File: src/rtl/les_pkg.sv
// les_pkg: shared types, codes and constants of the load state estimator.
// Used by every module in rtl; depends on nothing.

package les_pkg;

	localparam int STATE_COUNT_DEF    = 4;
	localparam int WINDOW_DEPTH_DEF   = 64;
	localparam int OFF_STATE_DEF      = 0;
	localparam int END_STATE_DEF      = 3;
	localparam int ON_STATE_FIRST_DEF = 1;
	localparam logic [31:0] INITIAL_MID_DEF = 32'h8000_0000;

	localparam int ST_W   = 3;
	localparam int VAL_W  = 15;
	localparam int LVL_W  = 18;
	localparam int DIVD_W = 33;
	localparam int DIVS_W = 15;
	localparam int CFG_IDX_W  = 3;
	localparam int CFG_DATA_W = 24;

	localparam logic [1:0] REQ_SAMPLE = 2'd0;
	localparam logic [1:0] REQ_TRANS  = 2'd1;
	localparam logic [1:0] REQ_WSIZE  = 2'd2;

	localparam logic [1:0] CH_NONE = 2'd0;
	localparam logic [1:0] CH_ON   = 2'd1;
	localparam logic [1:0] CH_OFF  = 2'd2;

	localparam logic [CFG_IDX_W-1:0] CFG_MID_STEP  = 3'd0;
	localparam logic [CFG_IDX_W-1:0] CFG_LP_WEIGHT = 3'd1;
	localparam logic [CFG_IDX_W-1:0] CFG_SPD       = 3'd2;
	localparam logic [CFG_IDX_W-1:0] CFG_REJ_THR   = 3'd3;
	localparam logic [CFG_IDX_W-1:0] CFG_REJ_CNT   = 3'd4;
	localparam logic [CFG_IDX_W-1:0] CFG_MAX_END   = 3'd5;

	typedef struct packed {
		logic [1:0]         req_type;
		logic [11:0]        sample;
		logic [3:0]         table_index;
		logic signed [15:0] table_value;
	} in_item_t;

	typedef struct packed {
		logic [1:0] change;
		logic       decided;
		logic [1:0] present_state;
	} out_item_t;

	typedef struct packed {
		logic clr;
		logic accept;
		logic dev;
		logic lp_start;
		logic lp_store;
		logic chk;
		logic adv_rd;
		logic adv_sub;
		logic adv_end;
		logic ins;
		logic bf_rd;
		logic bf_chk;
		logic avg_start;
		logic trans;
		logic out_load;
	} cmd_t;

	typedef struct packed {
		logic is_sample;
		logic clr_last;
		logic div_done;
		logic decide;
		logic adv_more;
		logic bf_more;
		logic out_free;
	} status_t;

endpackage

File: src/rtl/les_div.sv
// les_div: restoring divider, one quotient bit per cycle.
// Depends on les_pkg for operand widths.

module les_div (
	input  logic                          clk,
	input  logic                          arst_n,
	input  logic                          start,
	input  logic [les_pkg::DIVD_W-1:0]    dividend,
	input  logic [les_pkg::DIVS_W-1:0]    divisor,
	output logic                          busy,
	output logic                          done,
	output logic [les_pkg::DIVD_W-1:0]    quotient
);

	localparam int DW  = les_pkg::DIVD_W;
	localparam int SW  = les_pkg::DIVS_W;
	localparam int CW  = $clog2(DW + 1);

	logic [DW-1:0] quo_q;
	logic [SW-1:0] rem_q;
	logic [SW-1:0] dvs_q;
	logic [CW-1:0] cnt_q;
	logic          busy_q;
	logic          done_q;
	logic [SW:0]   rem_sh;
	logic          fits;

	assign rem_sh = {rem_q, quo_q[DW-1]};
	assign fits   = rem_sh >= {1'b0, dvs_q};

	always_ff @(posedge clk or negedge arst_n) begin
		if (!arst_n) begin
			busy_q <= 1'b0;
			done_q <= 1'b0;
			cnt_q  <= '0;
		end else begin
			done_q <= 1'b0;
			if (start) begin
				busy_q <= 1'b1;
				cnt_q  <= '0;
			end else if (busy_q) begin
				cnt_q <= cnt_q + 1'b1;
				if (cnt_q == CW'(DW - 1)) begin
					busy_q <= 1'b0;
					done_q <= 1'b1;
				end
			end
		end
	end

	always_ff @(posedge clk) begin
		if (start) begin
			quo_q <= dividend;
			rem_q <= '0;
			dvs_q <= divisor;
		end else if (busy_q) begin
			quo_q <= {quo_q[DW-2:0], fits};
			rem_q <= fits ? SW'(rem_sh - {1'b0, dvs_q}) : rem_sh[SW-1:0];
		end
	end

	assign busy     = busy_q;
	assign done     = done_q;
	assign quotient = quo_q;

endmodule

File: src/rtl/les_dp.sv
// les_dp: datapath of the load state estimator: filter, ring window memory,
// tables, configuration and result registers. Depends on les_pkg and les_div.

module les_dp #(
	parameter int          STATE_COUNT    = les_pkg::STATE_COUNT_DEF,
	parameter int          WINDOW_DEPTH   = les_pkg::WINDOW_DEPTH_DEF,
	parameter int          OFF_STATE      = les_pkg::OFF_STATE_DEF,
	parameter int          END_STATE      = les_pkg::END_STATE_DEF,
	parameter int          ON_STATE_FIRST = les_pkg::ON_STATE_FIRST_DEF,
	parameter logic [31:0] INITIAL_MID    = les_pkg::INITIAL_MID_DEF
) (
	input  logic                               clk,
	input  logic                               arst_n,
	input  les_pkg::cmd_t                      cmd,
	output les_pkg::status_t                   status,
	input  les_pkg::in_item_t                  in_data,
	input  logic                               cfg_valid,
	input  logic                               cfg_ready,
	input  logic [les_pkg::CFG_IDX_W-1:0]      cfg_index,
	input  logic [les_pkg::CFG_DATA_W-1:0]     cfg_data,
	input  logic                               out_stall,
	output logic                               out_valid,
	output les_pkg::out_item_t                 out_data
);

	localparam int IDX_W  = $clog2(WINDOW_DEPTH);
	localparam int CNT_W  = $clog2(WINDOW_DEPTH + 1);
	localparam int SUM_W  = les_pkg::VAL_W + CNT_W;
	localparam int ST_W   = les_pkg::ST_W;
	localparam int SIDX_W = (STATE_COUNT > 1) ? $clog2(STATE_COUNT) : 1;
	localparam int TT_SIZE = STATE_COUNT * STATE_COUNT;
	localparam int TT_IW  = $clog2(TT_SIZE);
	localparam int VAL_W  = les_pkg::VAL_W;
	localparam int LVL_W  = les_pkg::LVL_W;
	localparam int DW     = les_pkg::DIVD_W;
	localparam int SW     = les_pkg::DIVS_W;

	// configuration
	logic [23:0] mid_step_q;
	logic [13:0] lp_weight_q;
	logic [15:0] spd_q;
	logic [14:0] rej_thr_q;
	logic [5:0]  rej_cnt_q;
	logic [15:0] max_end_q;

	// state
	logic [31:0]        midpoint_q;
	logic [LVL_W-1:0]   level_q;
	logic [15:0]        sample_count_q;
	logic [IDX_W-1:0]   next_q;
	logic [IDX_W-1:0]   oldest_q;
	logic [SUM_W-1:0]   sum_q;
	logic [15:0]        above_q;
	logic [ST_W-1:0]    state_q;
	logic [15:0]        end_timer_q;
	logic signed [15:0] tt_q [TT_SIZE];
	logic [CNT_W-1:0]   wst_q [STATE_COUNT];
	logic [15:0]        mem [WINDOW_DEPTH];

	// work registers
	les_pkg::in_item_t  item_q;
	logic [LVL_W-1:0]   dev_q;
	logic [31:0]        prod_q;
	logic [CNT_W-1:0]   size_q;
	logic [CNT_W-1:0]   used_q;
	logic [IDX_W-1:0]   idx_q;
	logic [IDX_W-1:0]   bf_pos_q;
	logic [5:0]         bf_n_q;
	logic [15:0]        rdata_q;
	logic [IDX_W-1:0]   clr_q;
	logic               was_on_q;
	logic [1:0]         change_q;
	logic               decided_q;
	logic               out_valid_q;
	les_pkg::out_item_t out_q;

	// divider
	logic          div_start;
	logic [DW-1:0] div_dividend;
	logic [SW-1:0] div_divisor;
	logic          div_busy;
	logic          div_done;
	logic [DW-1:0] div_quot;

	function automatic logic [IDX_W-1:0] inc_idx(input logic [IDX_W-1:0] x);
		return (x == IDX_W'(WINDOW_DEPTH - 1)) ? '0 : IDX_W'(x + 1'b1);
	endfunction

	function automatic logic [IDX_W-1:0] dec_idx(input logic [IDX_W-1:0] x);
		return (x == '0) ? IDX_W'(WINDOW_DEPTH - 1) : IDX_W'(x - 1'b1);
	endfunction

	// window occupancy
	logic [CNT_W:0]   used_wide;
	logic [CNT_W-1:0] used_now;
	always_comb begin
		if (oldest_q > next_q)
			used_wide = (CNT_W+1)'(next_q) + (CNT_W+1)'(WINDOW_DEPTH + 1)
				- (CNT_W+1)'(oldest_q);
		else
			used_wide = (CNT_W+1)'(next_q) - (CNT_W+1)'(oldest_q) + 1'b1;
	end
	assign used_now = used_wide[CNT_W-1:0];

	logic [CNT_W-1:0] cur_size;
	always_comb begin
		cur_size = CNT_W'(1);
		if (32'(state_q) < STATE_COUNT && wst_q[SIDX_W'(state_q)] != '0)
			cur_size = wst_q[SIDX_W'(state_q)];
	end

	// deviation step
	logic [31:0] scaled;
	logic [31:0] dev_full;
	logic [31:0] mid_next;
	always_comb begin
		scaled   = {item_q.sample, 20'b0};
		dev_full = '0;
		mid_next = midpoint_q;
		if (scaled > midpoint_q) begin
			dev_full = scaled - midpoint_q;
			mid_next = midpoint_q + {8'b0, mid_step_q};
		end else if (scaled < midpoint_q) begin
			dev_full = midpoint_q - scaled;
			mid_next = midpoint_q - {8'b0, mid_step_q};
		end
	end

	// insert step
	logic [VAL_W-1:0] ins_val;
	logic             ins_above;
	logic             ins_count;
	logic             ins_fill;
	logic [CNT_W:0]   older;
	logic [5:0]       fill_n;
	always_comb begin
		ins_val   = level_q[LVL_W-1:3];
		ins_above = ins_val > rej_thr_q;
		ins_count = ins_above && (above_q >= {10'b0, rej_cnt_q});
		ins_fill  = ins_count && (above_q == {10'b0, rej_cnt_q});
		older     = (CNT_W+1)'(used_now) - 1'b1;
		fill_n    = (16'(rej_cnt_q) <= 16'(older)) ? rej_cnt_q : 6'(older);
	end

	// transition step
	logic [VAL_W-1:0] avg;
	logic [ST_W-1:0]  st_pick;
	logic [ST_W-1:0]  st_new;
	logic [15:0]      tmr_inc;
	logic [15:0]      tmr_new;
	logic             found;
	logic [TT_IW-1:0] row_base;
	logic signed [16:0] tv;
	logic signed [16:0] av;
	logic             is_on;
	always_comb begin
		avg     = (div_quot > DW'(32767)) ? 15'h7fff : div_quot[VAL_W-1:0];
		av      = {2'b0, avg};
		st_pick = state_q;
		found   = 1'b0;
		row_base = TT_IW'(32'(SIDX_W'(state_q)) * STATE_COUNT);
		tv      = '0;
		if (32'(state_q) < STATE_COUNT) begin
			for (int i = 0; i < STATE_COUNT; i++) begin
				tv = 17'(tt_q[TT_IW'(row_base + TT_IW'(i))]);
				if (!found && ((tv < 0 && av < -tv) || (tv > 0 && av > tv))) begin
					st_pick = ST_W'(i);
					found   = 1'b1;
				end
			end
		end
		st_new  = st_pick;
		tmr_inc = end_timer_q + 1'b1;
		tmr_new = '0;
		if (st_pick == ST_W'(END_STATE)) begin
			tmr_new = tmr_inc;
			if (tmr_inc > max_end_q) begin
				tmr_new = '0;
				st_new  = ST_W'(OFF_STATE);
			end
		end
		is_on = st_new >= ST_W'(ON_STATE_FIRST);
	end

	// memory ports
	logic [IDX_W-1:0] raddr;
	logic [IDX_W-1:0] waddr;
	logic [15:0]      wdata;
	logic             we;
	always_comb begin
		raddr = cmd.adv_rd ? idx_q : dec_idx(bf_pos_q);
		we    = 1'b0;
		waddr = clr_q;
		wdata = '0;
		priority if (cmd.clr) begin
			we = 1'b1;
		end else if (cmd.ins) begin
			we    = 1'b1;
			waddr = next_q;
			wdata = {ins_count, ins_val};
		end else if (cmd.bf_chk && !rdata_q[15]) begin
			we    = 1'b1;
			waddr = bf_pos_q;
			wdata = {1'b1, rdata_q[VAL_W-1:0]};
		end
	end

	always_ff @(posedge clk) begin
		if (we)
			mem[waddr] <= wdata;
		rdata_q <= mem[raddr];
	end

	// divider operands
	assign div_start = cmd.lp_start || cmd.avg_start;
	always_comb begin
		if (cmd.lp_start) begin
			div_dividend = DW'(prod_q) + DW'(dev_q);
			div_divisor  = {1'b0, lp_weight_q} + SW'(1);
		end else begin
			div_dividend = DW'(sum_q);
			div_divisor  = SW'(used_now);
		end
	end

	les_div u_div (
		.clk      (clk),
		.arst_n   (arst_n),
		.start    (div_start),
		.dividend (div_dividend),
		.divisor  (div_divisor),
		.busy     (div_busy),
		.done     (div_done),
		.quotient (div_quot)
	);

	// control-state registers
	always_ff @(posedge clk or negedge arst_n) begin
		if (!arst_n) begin
			mid_step_q     <= 24'd4096;
			lp_weight_q    <= 14'd15;
			spd_q          <= 16'd1000;
			rej_thr_q      <= '0;
			rej_cnt_q      <= '0;
			max_end_q      <= 16'hffff;
			midpoint_q     <= INITIAL_MID;
			level_q        <= '0;
			sample_count_q <= '0;
			next_q         <= '0;
			oldest_q       <= '0;
			sum_q          <= '0;
			above_q        <= '0;
			state_q        <= ST_W'(OFF_STATE);
			end_timer_q    <= '0;
			clr_q          <= '0;
			out_valid_q    <= 1'b0;
			for (int i = 0; i < TT_SIZE; i++)
				tt_q[i] <= '0;
			for (int i = 0; i < STATE_COUNT; i++)
				wst_q[i] <= '0;
		end else begin
			if (cfg_valid && cfg_ready) begin
				unique case (cfg_index)
					les_pkg::CFG_MID_STEP:  mid_step_q  <= cfg_data;
					les_pkg::CFG_LP_WEIGHT: lp_weight_q <= cfg_data[13:0];
					les_pkg::CFG_SPD:       spd_q       <= cfg_data[15:0];
					les_pkg::CFG_REJ_THR:   rej_thr_q   <= cfg_data[14:0];
					les_pkg::CFG_REJ_CNT:   rej_cnt_q   <= cfg_data[5:0];
					les_pkg::CFG_MAX_END:   max_end_q   <= cfg_data[15:0];
					default: ;
				endcase
			end
			if (cmd.clr)
				clr_q <= inc_idx(clr_q);
			if (cmd.accept) begin
				if (in_data.req_type == les_pkg::REQ_TRANS
						&& 32'(in_data.table_index) < TT_SIZE)
					tt_q[TT_IW'(in_data.table_index)] <= in_data.table_value;
				if (in_data.req_type == les_pkg::REQ_WSIZE
						&& 32'(in_data.table_index) < STATE_COUNT) begin
					if (in_data.table_value < 16'sd1)
						wst_q[SIDX_W'(in_data.table_index)] <= CNT_W'(1);
					else if (in_data.table_value > $signed(16'(WINDOW_DEPTH)))
						wst_q[SIDX_W'(in_data.table_index)] <= CNT_W'(WINDOW_DEPTH);
					else
						wst_q[SIDX_W'(in_data.table_index)] <=
							CNT_W'(in_data.table_value);
				end
			end
			if (cmd.dev) begin
				midpoint_q     <= mid_next;
				sample_count_q <= sample_count_q + 1'b1;
			end
			if (cmd.lp_store)
				level_q <= div_quot[LVL_W-1:0];
			if (cmd.chk && status.decide)
				sample_count_q <= '0;
			if (cmd.adv_sub && rdata_q[15])
				sum_q <= (sum_q >= SUM_W'(rdata_q[VAL_W-1:0]))
					? SUM_W'(sum_q - SUM_W'(rdata_q[VAL_W-1:0])) : '0;
			if (cmd.adv_end) begin
				oldest_q <= idx_q;
				next_q   <= inc_idx(next_q);
			end
			if (cmd.ins) begin
				if (ins_count) begin
					sum_q <= SUM_W'(sum_q + SUM_W'(ins_val));
					if (ins_fill)
						above_q <= 16'hffff;
				end else if (ins_above) begin
					above_q <= above_q + 1'b1;
				end else begin
					above_q <= '0;
				end
			end
			if (cmd.bf_chk && !rdata_q[15])
				sum_q <= SUM_W'(sum_q + SUM_W'(rdata_q[VAL_W-1:0]));
			if (cmd.trans) begin
				state_q     <= st_new;
				end_timer_q <= tmr_new;
			end
			if (cmd.out_load)
				out_valid_q <= 1'b1;
			else if (!out_stall)
				out_valid_q <= 1'b0;
		end
	end

	// payload registers
	always_ff @(posedge clk) begin
		if (cmd.accept) begin
			item_q    <= in_data;
			decided_q <= 1'b0;
			change_q  <= les_pkg::CH_NONE;
		end
		if (cmd.dev) begin
			dev_q  <= dev_full[31:14];
			prod_q <= {14'b0, level_q} * {18'b0, lp_weight_q};
		end
		if (cmd.chk && status.decide) begin
			decided_q <= 1'b1;
			was_on_q  <= state_q >= ST_W'(ON_STATE_FIRST);
			size_q    <= cur_size;
			used_q    <= used_now;
			idx_q     <= oldest_q;
		end
		if (cmd.adv_sub) begin
			used_q <= used_q - 1'b1;
			idx_q  <= inc_idx(idx_q);
		end
		if (cmd.ins) begin
			bf_pos_q <= next_q;
			bf_n_q   <= ins_fill ? fill_n : '0;
		end
		if (cmd.bf_rd)
			bf_pos_q <= dec_idx(bf_pos_q);
		if (cmd.bf_chk)
			bf_n_q <= bf_n_q - 1'b1;
		if (cmd.trans && (was_on_q != is_on))
			change_q <= was_on_q ? les_pkg::CH_OFF : les_pkg::CH_ON;
		if (cmd.out_load) begin
			out_q.change        <= change_q;
			out_q.decided       <= decided_q;
			out_q.present_state <= state_q[1:0];
		end
	end

	assign status.is_sample = in_data.req_type == les_pkg::REQ_SAMPLE;
	assign status.clr_last  = clr_q == IDX_W'(WINDOW_DEPTH - 1);
	assign status.div_done  = div_done;
	assign status.decide    = sample_count_q >= spd_q;
	assign status.adv_more  = used_q >= size_q;
	assign status.bf_more   = bf_n_q != '0;
	assign status.out_free  = !out_valid_q || !out_stall;

	assign out_valid = out_valid_q;
	assign out_data  = out_q;

	a_div_idle: assert property (@(posedge clk) disable iff (!arst_n)
		div_start |-> !div_busy)
		else $error("divider started while busy");

	a_occupancy: assert property (@(posedge clk) disable iff (!arst_n)
		used_now != '0 && 32'(used_now) <= WINDOW_DEPTH)
		else $error("window occupancy out of range");

	a_level_fits: assert property (@(posedge clk) disable iff (!arst_n)
		cmd.lp_store |-> div_quot[DW-1:LVL_W] == '0)
		else $error("filtered level overflow");

	a_fill_bound: assert property (@(posedge clk) disable iff (!arst_n)
		cmd.ins |=> 16'(bf_n_q) < 16'(used_now))
		else $error("backfill walks past the window");

endmodule

File: src/rtl/les_ctrl.sv
// les_ctrl: sequencer of the load state estimator.
// Depends on les_pkg for the command and status structs.

module les_ctrl (
	input  logic             clk,
	input  logic             arst_n,
	input  logic             in_valid,
	output logic             in_stall,
	input  les_pkg::status_t status,
	output les_pkg::cmd_t    cmd
);

	typedef enum logic [13:0] {
		S_CLEAR   = 14'h0001,
		S_IDLE    = 14'h0002,
		S_DEV     = 14'h0004,
		S_LPSTART = 14'h0008,
		S_LPDIV   = 14'h0010,
		S_CHK     = 14'h0020,
		S_ADV_RD  = 14'h0040,
		S_ADV_SUB = 14'h0080,
		S_INS     = 14'h0100,
		S_BF_RD   = 14'h0200,
		S_BF_CHK  = 14'h0400,
		S_AVGDIV  = 14'h0800,
		S_FINISH  = 14'h1000,
		S_SPARE   = 14'h2000
	} state_t;

	state_t state_q;
	state_t state_d;

	always_comb begin
		cmd     = '0;
		state_d = state_q;
		unique case (state_q)
			S_CLEAR: begin
				cmd.clr = 1'b1;
				if (status.clr_last)
					state_d = S_IDLE;
			end
			S_IDLE: begin
				if (in_valid) begin
					cmd.accept = 1'b1;
					state_d    = status.is_sample ? S_DEV : S_FINISH;
				end
			end
			S_DEV: begin
				cmd.dev = 1'b1;
				state_d = S_LPSTART;
			end
			S_LPSTART: begin
				cmd.lp_start = 1'b1;
				state_d      = S_LPDIV;
			end
			S_LPDIV: begin
				if (status.div_done) begin
					cmd.lp_store = 1'b1;
					state_d      = S_CHK;
				end
			end
			S_CHK: begin
				cmd.chk = 1'b1;
				state_d = status.decide ? S_ADV_RD : S_FINISH;
			end
			S_ADV_RD: begin
				if (status.adv_more) begin
					cmd.adv_rd = 1'b1;
					state_d    = S_ADV_SUB;
				end else begin
					cmd.adv_end = 1'b1;
					state_d     = S_INS;
				end
			end
			S_ADV_SUB: begin
				cmd.adv_sub = 1'b1;
				state_d     = S_ADV_RD;
			end
			S_INS: begin
				cmd.ins = 1'b1;
				state_d = S_BF_RD;
			end
			S_BF_RD: begin
				if (status.bf_more) begin
					cmd.bf_rd = 1'b1;
					state_d   = S_BF_CHK;
				end else begin
					cmd.avg_start = 1'b1;
					state_d       = S_AVGDIV;
				end
			end
			S_BF_CHK: begin
				cmd.bf_chk = 1'b1;
				state_d    = S_BF_RD;
			end
			S_AVGDIV: begin
				if (status.div_done) begin
					cmd.trans = 1'b1;
					state_d   = S_FINISH;
				end
			end
			S_FINISH: begin
				if (status.out_free) begin
					cmd.out_load = 1'b1;
					state_d      = S_IDLE;
				end
			end
			default: state_d = S_IDLE;
		endcase
	end

	always_ff @(posedge clk or negedge arst_n) begin
		if (!arst_n)
			state_q <= S_CLEAR;
		else
			state_q <= state_d;
	end

	assign in_stall = state_q != S_IDLE;

endmodule

File: src/rtl/load_state_estimator.sv
// load_state_estimator: top level, sequencer plus datapath.
// Depends on les_pkg, les_ctrl, les_dp (and les_div below it).
//
// Usage: items enter on in_valid/in_stall as in_item_t beats; every item
// gives exactly one out_item_t beat on out_valid/out_stall. Registers are
// written on cfg_valid/cfg_ready (always ready); they must be written only
// while the block is idle, which the block itself does not enforce. A table
// write item goes from acceptance straight to its final step. A sample runs
// the level filter on the 33-step shared divider. A sample that closes a
// decision interval then retires window entries, inserts the new value,
// backfills entries and runs a second division for the average.
// One item is processed at a time; the next item is accepted as soon as
// the previous result sits in the output register, even while it is held.
// After reset the window memory is cleared, one entry per cycle, over all
// WINDOW_DEPTH entries; in_stall stays high during that pass.
// When out_stall holds a result, the next result waits in its final step.

module load_state_estimator #(
	parameter int          STATE_COUNT    = les_pkg::STATE_COUNT_DEF,
	parameter int          WINDOW_DEPTH   = les_pkg::WINDOW_DEPTH_DEF,
	parameter int          OFF_STATE      = les_pkg::OFF_STATE_DEF,
	parameter int          END_STATE      = les_pkg::END_STATE_DEF,
	parameter int          ON_STATE_FIRST = les_pkg::ON_STATE_FIRST_DEF,
	parameter logic [31:0] INITIAL_MID    = les_pkg::INITIAL_MID_DEF
) (
	input  logic                           clk,
	input  logic                           arst_n,
	input  logic                           in_valid,
	output logic                           in_stall,
	input  les_pkg::in_item_t              in_data,
	output logic                           out_valid,
	input  logic                           out_stall,
	output les_pkg::out_item_t             out_data,
	input  logic                           cfg_valid,
	output logic                           cfg_ready,
	input  logic [les_pkg::CFG_IDX_W-1:0]  cfg_index,
	input  logic [les_pkg::CFG_DATA_W-1:0] cfg_data
);

	les_pkg::cmd_t    cmd;
	les_pkg::status_t status;

	assign cfg_ready = 1'b1;

	les_ctrl u_ctrl (
		.clk      (clk),
		.arst_n   (arst_n),
		.in_valid (in_valid),
		.in_stall (in_stall),
		.status   (status),
		.cmd      (cmd)
	);

	les_dp #(
		.STATE_COUNT    (STATE_COUNT),
		.WINDOW_DEPTH   (WINDOW_DEPTH),
		.OFF_STATE      (OFF_STATE),
		.END_STATE      (END_STATE),
		.ON_STATE_FIRST (ON_STATE_FIRST),
		.INITIAL_MID    (INITIAL_MID)
	) u_dp (
		.clk       (clk),
		.arst_n    (arst_n),
		.cmd       (cmd),
		.status    (status),
		.in_data   (in_data),
		.cfg_valid (cfg_valid),
		.cfg_ready (cfg_ready),
		.cfg_index (cfg_index),
		.cfg_data  (cfg_data),
		.out_stall (out_stall),
		.out_valid (out_valid),
		.out_data  (out_data)
	);

endmodule
File: config.mk
export PLATFORM = sky130hd
export DESIGN_NAME = load_state_estimator
export DESIGN_NICKNAME = d
export VERILOG_FILES = /design/src/rtl/les_pkg.sv /design/src/rtl/les_div.sv /design/src/rtl/les_dp.sv /design/src/rtl/les_ctrl.sv /design/src/rtl/load_state_estimator.sv
export SDC_FILE = /design/constraint.sdc
export NUM_CORES = 2
export LEC_CHECK = 0
export ABC_AREA = 1
export BUFFER_PORTS_ARGS = -buffer_cell sky130_fd_sc_hd__buf_2
export CAP_MARGIN = 0
export CORE_ASPECT_RATIO = 0.75
export CORE_UTILIZATION = 35
export DETAILED_ROUTE_END_ITERATION = 6
export HOLD_SLACK_MARGIN = 0.02
export PLACE_DENSITY = 0.55
export SYNTH_ARGS = -nofsm -noshare
export SYNTH_HDL_FRONTEND = slang
export SYNTH_SLANG_ARGS = --single-unit
export TNS_END_PERCENT = 100
File: constraint.sdc
create_clock -name clk -period 19.59 [get_ports clk]
set_input_delay 1.959 -clock clk [delete_from_list [all_inputs] [get_ports clk]]
set_output_delay 1.959 -clock clk [all_outputs]
set_load 0.02 [all_outputs]
; ---- After elaboration in Yosys (flattened, before gate mapping)
; Memories as Yosys holds them, arrays and structs flattened. A register that Yosys moved wholly into a read port is not among the register bits.
; Cells that the tools add are included.
[word_totals]
reg_bits = 705
ramBits = 1024
output_inout_bits = 8
mem_count = 1
[classes]
n_addsub = 32
n_mul = 1
magnitude_cmp = 43
n_eq_ne = 35
mux = 130
n_bitwise = 13
n_reduce_logical = 57
[mem_list]
columns = name, depth, word_bits, rd, rd_clocked_by_memory_dff, wr, line
row1 = u_dp.mem, 64, 16, 1, 1, 1, les_dp.sv:58  ; logic [15:0] mem [WINDOW_DEPTH];
[op_table]
columns = op, count
row1 = 16-bit 2-to-1 mux, 19
row2 = 16-bit binary-select mux with 4-bit select, 4
row3 = 256-bit bitwise mux, 1
row4 = 14-bit case mux with 12 select lines, 1
row5 = 32-bit 2-to-1 mux, 4
row6 = 22-bit 2-to-1 mux, 5
row7 = 6-bit 2-to-1 mux, 18
row8 = 33-bit 2-to-1 mux, 3
row9 = 16-bit greater-than comparator, 5
row10 = 14-bit 2-to-1 mux, 5
row11 = 16-bit by 17-bit less-than comparator with 1-bit output, 4
row12 = 16-bit negation with 17-bit output, 4
row13 = 16-bit demux with 4-bit select, 1
row14 = "16-bit by 1-bit greater-than comparator with 1-bit output, second input constant", 4
row15 = "16-bit by 1-bit less-than comparator with 1-bit output, second input constant", 4
row16 = 32-bit subtractor, 2
row17 = 28-bit 2-to-1 mux, 2
row18 = 7-bit 2-to-1 mux, 7
row19 = "16-bit by 1-bit adder with 16-bit output, second input constant", 3
row20 = 24-bit AND, 2
row21 = 24-bit NOT, 2
row22 = 22-bit by 15-bit adder with 22-bit output, 2
row23 = 1-bit 2-to-1 mux, 41
row24 = 32-bit by 18-bit adder with 33-bit output, 1
row25 = 84 further kinds, 167

; ---- Depth between registers and ports, before layout
[logic_depth]
depth_word = 28
mapped_depth = 34
mapped_depth_nobuf = 33

; ---- By module
; A second synthesis with hierarchy kept.
[hier_totals]
cells_unflattened = 9765
hier_area_um2 = 93214.4
[by_module_without_submodules]
columns = module, n_inst, cells_per_inst, area_each_um2
row1 = les_dp, 1, 9119, 88267.2
row2 = les_div, 1, 509, 3993.8
row3 = les_ctrl, 1, 135, 942.2
row4 = load_state_estimator, 1, 2, 11.3

; ---- Least setup slack after synthesis
; OpenSTA, ideal clock, no wires.
[synth_timing]
kind = register to register
from = register u_dp.lp_weight_q[3]
to = register u_dp.prod_q[28] (data pin)
setup_ps = 265
arrival_ps = 6272
setup_slack_ps = 13053
stages_incl_launch_ff = 25
path_buffers = 2
period_less_slack_ps = 6537
path_cell_list = dfstp_2 clkbuf_1 buf_1 nand2_1 fa_1 inv_1 fa_1 fa_1 inv_1 fa_1 fa_1 inv_1 fa_1 ha_1 nand2_1 o21ai_0 a21oi_1 inv_1 a21oi_1 o21ai_0 a21oi_1 o21ai_0 a31oi_1 o21ai_0 xor2_1
[synth_via]
elab_chain_cells = 1
[synth_rtl]
columns = item, line
row1 = start: declaration, les_dp.sv:40  ; logic [13:0] lp_weight_q;
row2 = start signal: assignment, les_dp.sv:265  ; les_pkg::CFG_LP_WEIGHT: lp_weight_q <= cfg_data[13:0];
row3 = 18-bit by 14-bit multiplier with 32-bit output, les_dp.sv:338  ; prod_q <= {14'b0, level_q} * {18'b0, lp_weight_q};
row4 = end signal: assignment, les_dp.sv:338
row5 = end: declaration, les_dp.sv:63  ; logic [31:0] prod_q;
; Every way passes these cells.
; A chain may end at the register's enable or synchronous reset.

; ---- Final worst setup path
[layout_timing]
from = register u_dp.lp_weight_q[4]
to = register u_dp.prod_q[28] (data pin)
; Same word-level chain as after synthesis.

==> results.ini <==
[synthesis]
yosys_warnings=0
yosys.area_share.adder_pct=9.80
synth_seq_cells=1744
synthFlopType=edfxtp_1
yosys.area_share.simple_pct=15.1
synth.mux.area_fraction_pct=0.143
syn_nets=10200
synth-compound-area-share_pct=13.5
yosysSeqAreaShare_pct=53.4
synth_cell_types=72
synthCells=9548
synth_top_family_by_area=simple AND/OR/NAND/NOR gates
postSynthAreaPerCell_um2=9.68
synth-xor-area-share_pct=2.12
async_flop_share_pct=30.8
synth_area_um2=92500
synth_edf_count=1174

[critical_path]
path_delay_family=adder cells
max_stage_delay_ns=0.93
worst_ep_arrival_time_ns=7.94
path_class=register to register
crit_fanout=21
required_ns=20.17
cp_slowest_cell=dfrtp_1
cp_cell_sequence=nand2_1 -> fa_1 -> inv_1 -> fa_1 -> fa_1 -> inv_1 -> fa_1 -> fa_1 -> inv_1 -> fa_1 -> ha_1 -> nand2_1 -> o21ai_0 -> a21oi_1 -> inv_1 -> a21oi_1 -> o21ai_0 -> a21oi_1 -> o21ai_0 -> a31oi_1 -> o21ai_0 -> xor2_1
cpMostUsedCell=fa_1
critPathLaunchType=register
cp-end-kind=register
cp.buffers_inverters=4

[global_routing]
grt_use_met2_pct=30.3
grt_use_met3_pct=3.52
grt_max_degree=239
grt_pass1_wl_um=427000
grt_use_met1_pct=32.2
grt_pass1_vias=66500
gr-total-overflow=0
grt_usage_pct=20.9
top_usage_layer=met1
antenna_found_initial=14

[floorplan]
die_width_um=596
ios=74
rows=163
die_h_um=447
coreArea_um2=263000
start_util_pct=35.2
die_area_um2=266000

[min_path]
hp-class=register to register

[finish]
area_delta_synth_final_pct=10.9
stdcell_area_um2=103000
num-nets-final=10200
drive_gt1_share_pct=6.88

[timing]
fmax_mhz=136
setup_tns_ns=0
hold_viol=0
rsz0062_at_grt=no
tightestPinTransition_ns=1.23
fin_crit_sh_pct=37.6
slew_violations=0
setup_viol=0
slew_headroom_pct=17.9
fin_crit_ns=7.36
fin_worst_skew_ns=0.116

[placed_design]
dp_hpwl_um=187000
dpl-instance-area_um2=96700
place_congestion=0.905
portBuffers=72

[route]
drt-total-wl_um=285000
vias=70600
vias_per_cell=5.39
post_drt_wl_per_cell_um=21.8
drtPass1Iterations=6
post-route-drc-count=0
drtAntennaViolNets=0
drt_iter0_drc=7576

[cts]
clkSlewWorstSetupHoldPaths_ns=0.07
cts_tree=built
insertion_delay_ns=0.91
cts_max_level=4
ctsHoldBuffers=0
cts_setup_buffers=0
cts-resized-gates=0
cts_buffer_depth=4
cts_buffers=183
cts_root_buffer=clkbuf_16
tritoncts_num_sinks=1744

[power]
cellPowerDensity_nw_per_um2=97.5
p_leak_uw=0.0399
vdd_drop_max_mv=0.0699

[outcome]
status=finished clean

[job]
drv_cap=0

[area by class of cell]
type	instances	area, um2
clock buffers	237	4940
repair buffers	226	1560
fillers	25600	160000
well taps	3465	4340
multi-input cells	6397	37800
clock inverters	92	898
flip-flops and latches	1744	49400
inverters	932	3520
diodes	6	15.0
[cell usage after synthesis (9+ instances only)]
| cell | instances | area share (%) |
|---|---|---|
| a21boi_0 | 12 | 0.097 |
| o211ai_1 | 165 | 1.3 |
| o21a_1 | 15 | 0.12 |
| nor2_2 | 9 | 0.061 |
| buf_4 | 9 | 0.073 |
| buf_6 | 24 | 0.29 |
| ha_1 | 408 | 5.5 |
| o21ai_0 | 1165 | 6.3 |
| buf_1 | 11 | 0.045 |
| a21oi_1 | 295 | 1.6 |
| o31ai_1 | 20 | 0.16 |
| o21bai_1 | 25 | 0.20 |
| fa_1 | 197 | 4.3 |
| edfxtp_1 | 1174 | 38 |
| or2_2 | 14 | 0.095 |
| inv_2 | 19 | 0.077 |
| clkbuf_1 | 405 | 1.6 |
| dfxtp_1 | 32 | 0.69 |
| nor2_1 | 978 | 4.0 |
| a211oi_1 | 29 | 0.24 |
| xor2_1 | 146 | 1.4 |
| nor4_1 | 19 | 0.13 |
| buf_2 | 26 | 0.14 |
| o221ai_1 | 141 | 1.3 |
| inv_1 | 907 | 3.7 |
| nand2_2 | 19 | 0.13 |
| nand4_1 | 73 | 0.49 |
| xnor2_1 | 78 | 0.74 |
| a21o_1 | 19 | 0.15 |
| dfrtp_1 | 509 | 14 |
| nor3_1 | 73 | 0.40 |
| nand3_1 | 418 | 2.3 |
| dfstp_2 | 29 | 0.82 |
| a32o_1 | 11 | 0.12 |
| a31oi_1 | 31 | 0.21 |
| o22ai_1 | 150 | 1.0 |
| mux2_2 | 10 | 0.12 |
| o21ai_1 | 24 | 0.13 |
| nand2_1 | 1772 | 7.2 |
[power by group]
| group | leakage, uW | internal [uW] | total [uW] | switching, uW |
|---|---|---|---|---|
| registers | 0.0158 | 4170 | 4400 | 225 |
| clock network | 0.00284 | 1960 | 3490 | 1530 |
| logic | 0.0213 | 782 | 2100 | 1320 |
| total | 0.0399 | 6910 | 10000 | 3080 |
[placed cells by master (no fill, tap or decap), types with 25 or more instances in the layout]
cell       count
buf_4        151
xor2_1       146
edfxtp_1    1174
inv_1        906
o211ai_1     165
dfrtp_1      507
o21ai_0     1164
nand3_1      417
clkinv_1      29
ha_1         408
xnor2_1       78
dfxtp_1       32
o221ai_1     141
dfstp_2       29
fa_1         197
o21bai_1      25
a31oi_1       31
nand4_1       73
nor2_1       962
nand2_1     1770
o22ai_1      150
clkbuf_1      38
buf_2         71
nor3_1        72
a21oi_1      295
clkbuf_16    183
[layer usage]
layer,share of wire (%),up-vias
li1,-,32700
met1,48,34700
met2,42,2758
met3,8.2,390
met4,2.3,2
met5,0.0046,-
[stage by stage]
step,utilization [%],total power (uW),hold WS (ns),cells,worst slack [ns]
floorplan,-,5970,0.400,9548,13.05
global placement,36.8,6480,0.418,12800,12.23
detailed placement,36.8,6550,0.418,12800,12.27
CTS,39.0,10100,0.435,13100,12.25
global route,39.0,10500,0.451,13100,11.88
finish,39.0,10000,0.438,13100,12.23
[final timing paths]
kind,start,to,slack [ns],depth (start not counted)
max,u_dp.lp_weight_q[4]$_DFFE_PN0P_,u_dp.prod_q[28]$_DFFE_PP_,12.23,22
min,u_dp.decided_q$_SDFFE_PP1P_,u_dp.out_data[2]$_DFFE_PP_,0.44,0
max reg2reg,u_dp.lp_weight_q[4]$_DFFE_PN0P_,u_dp.prod_q[28]$_DFFE_PP_,12.23,22
min reg2reg,u_dp.decided_q$_SDFFE_PP1P_,u_dp.out_data[2]$_DFFE_PP_,0.44,0
max in group asynchronous,arst_n,u_dp.spd_q[11]$_DFFE_PN0P_,15.92,3
min in group asynchronous,arst_n,u_dp.tt_q[73]$_DFFE_PN0P_,1.17,1
[logic make-up after synthesis]
kind of cell	count (synthesis)
AND/OR/NAND/NOR	3409
other	1
XOR/XNOR	224
flip-flops	1744
adder cells (fa/ha/maj)	606
multiplexers	12
buffers and inverters	1407
AO/OA/AOI/OAI	2145
[flip-flops by register name (all words and copies together), names as in the netlist, 18 cells and up]
register	flops
u_dp.mem	1024
u_dp.tt_q	256
u_dp.u_div.quotient	33
u_dp.midpoint_q	32
u_dp.prod_q	32
u_dp.wst_q	28
u_dp.mid_step_q	24
u_dp.sum_q	22
u_dp.dev_q	18
u_dp.level_q	18
No activity file was read; power rests on OpenSTA's default activity.
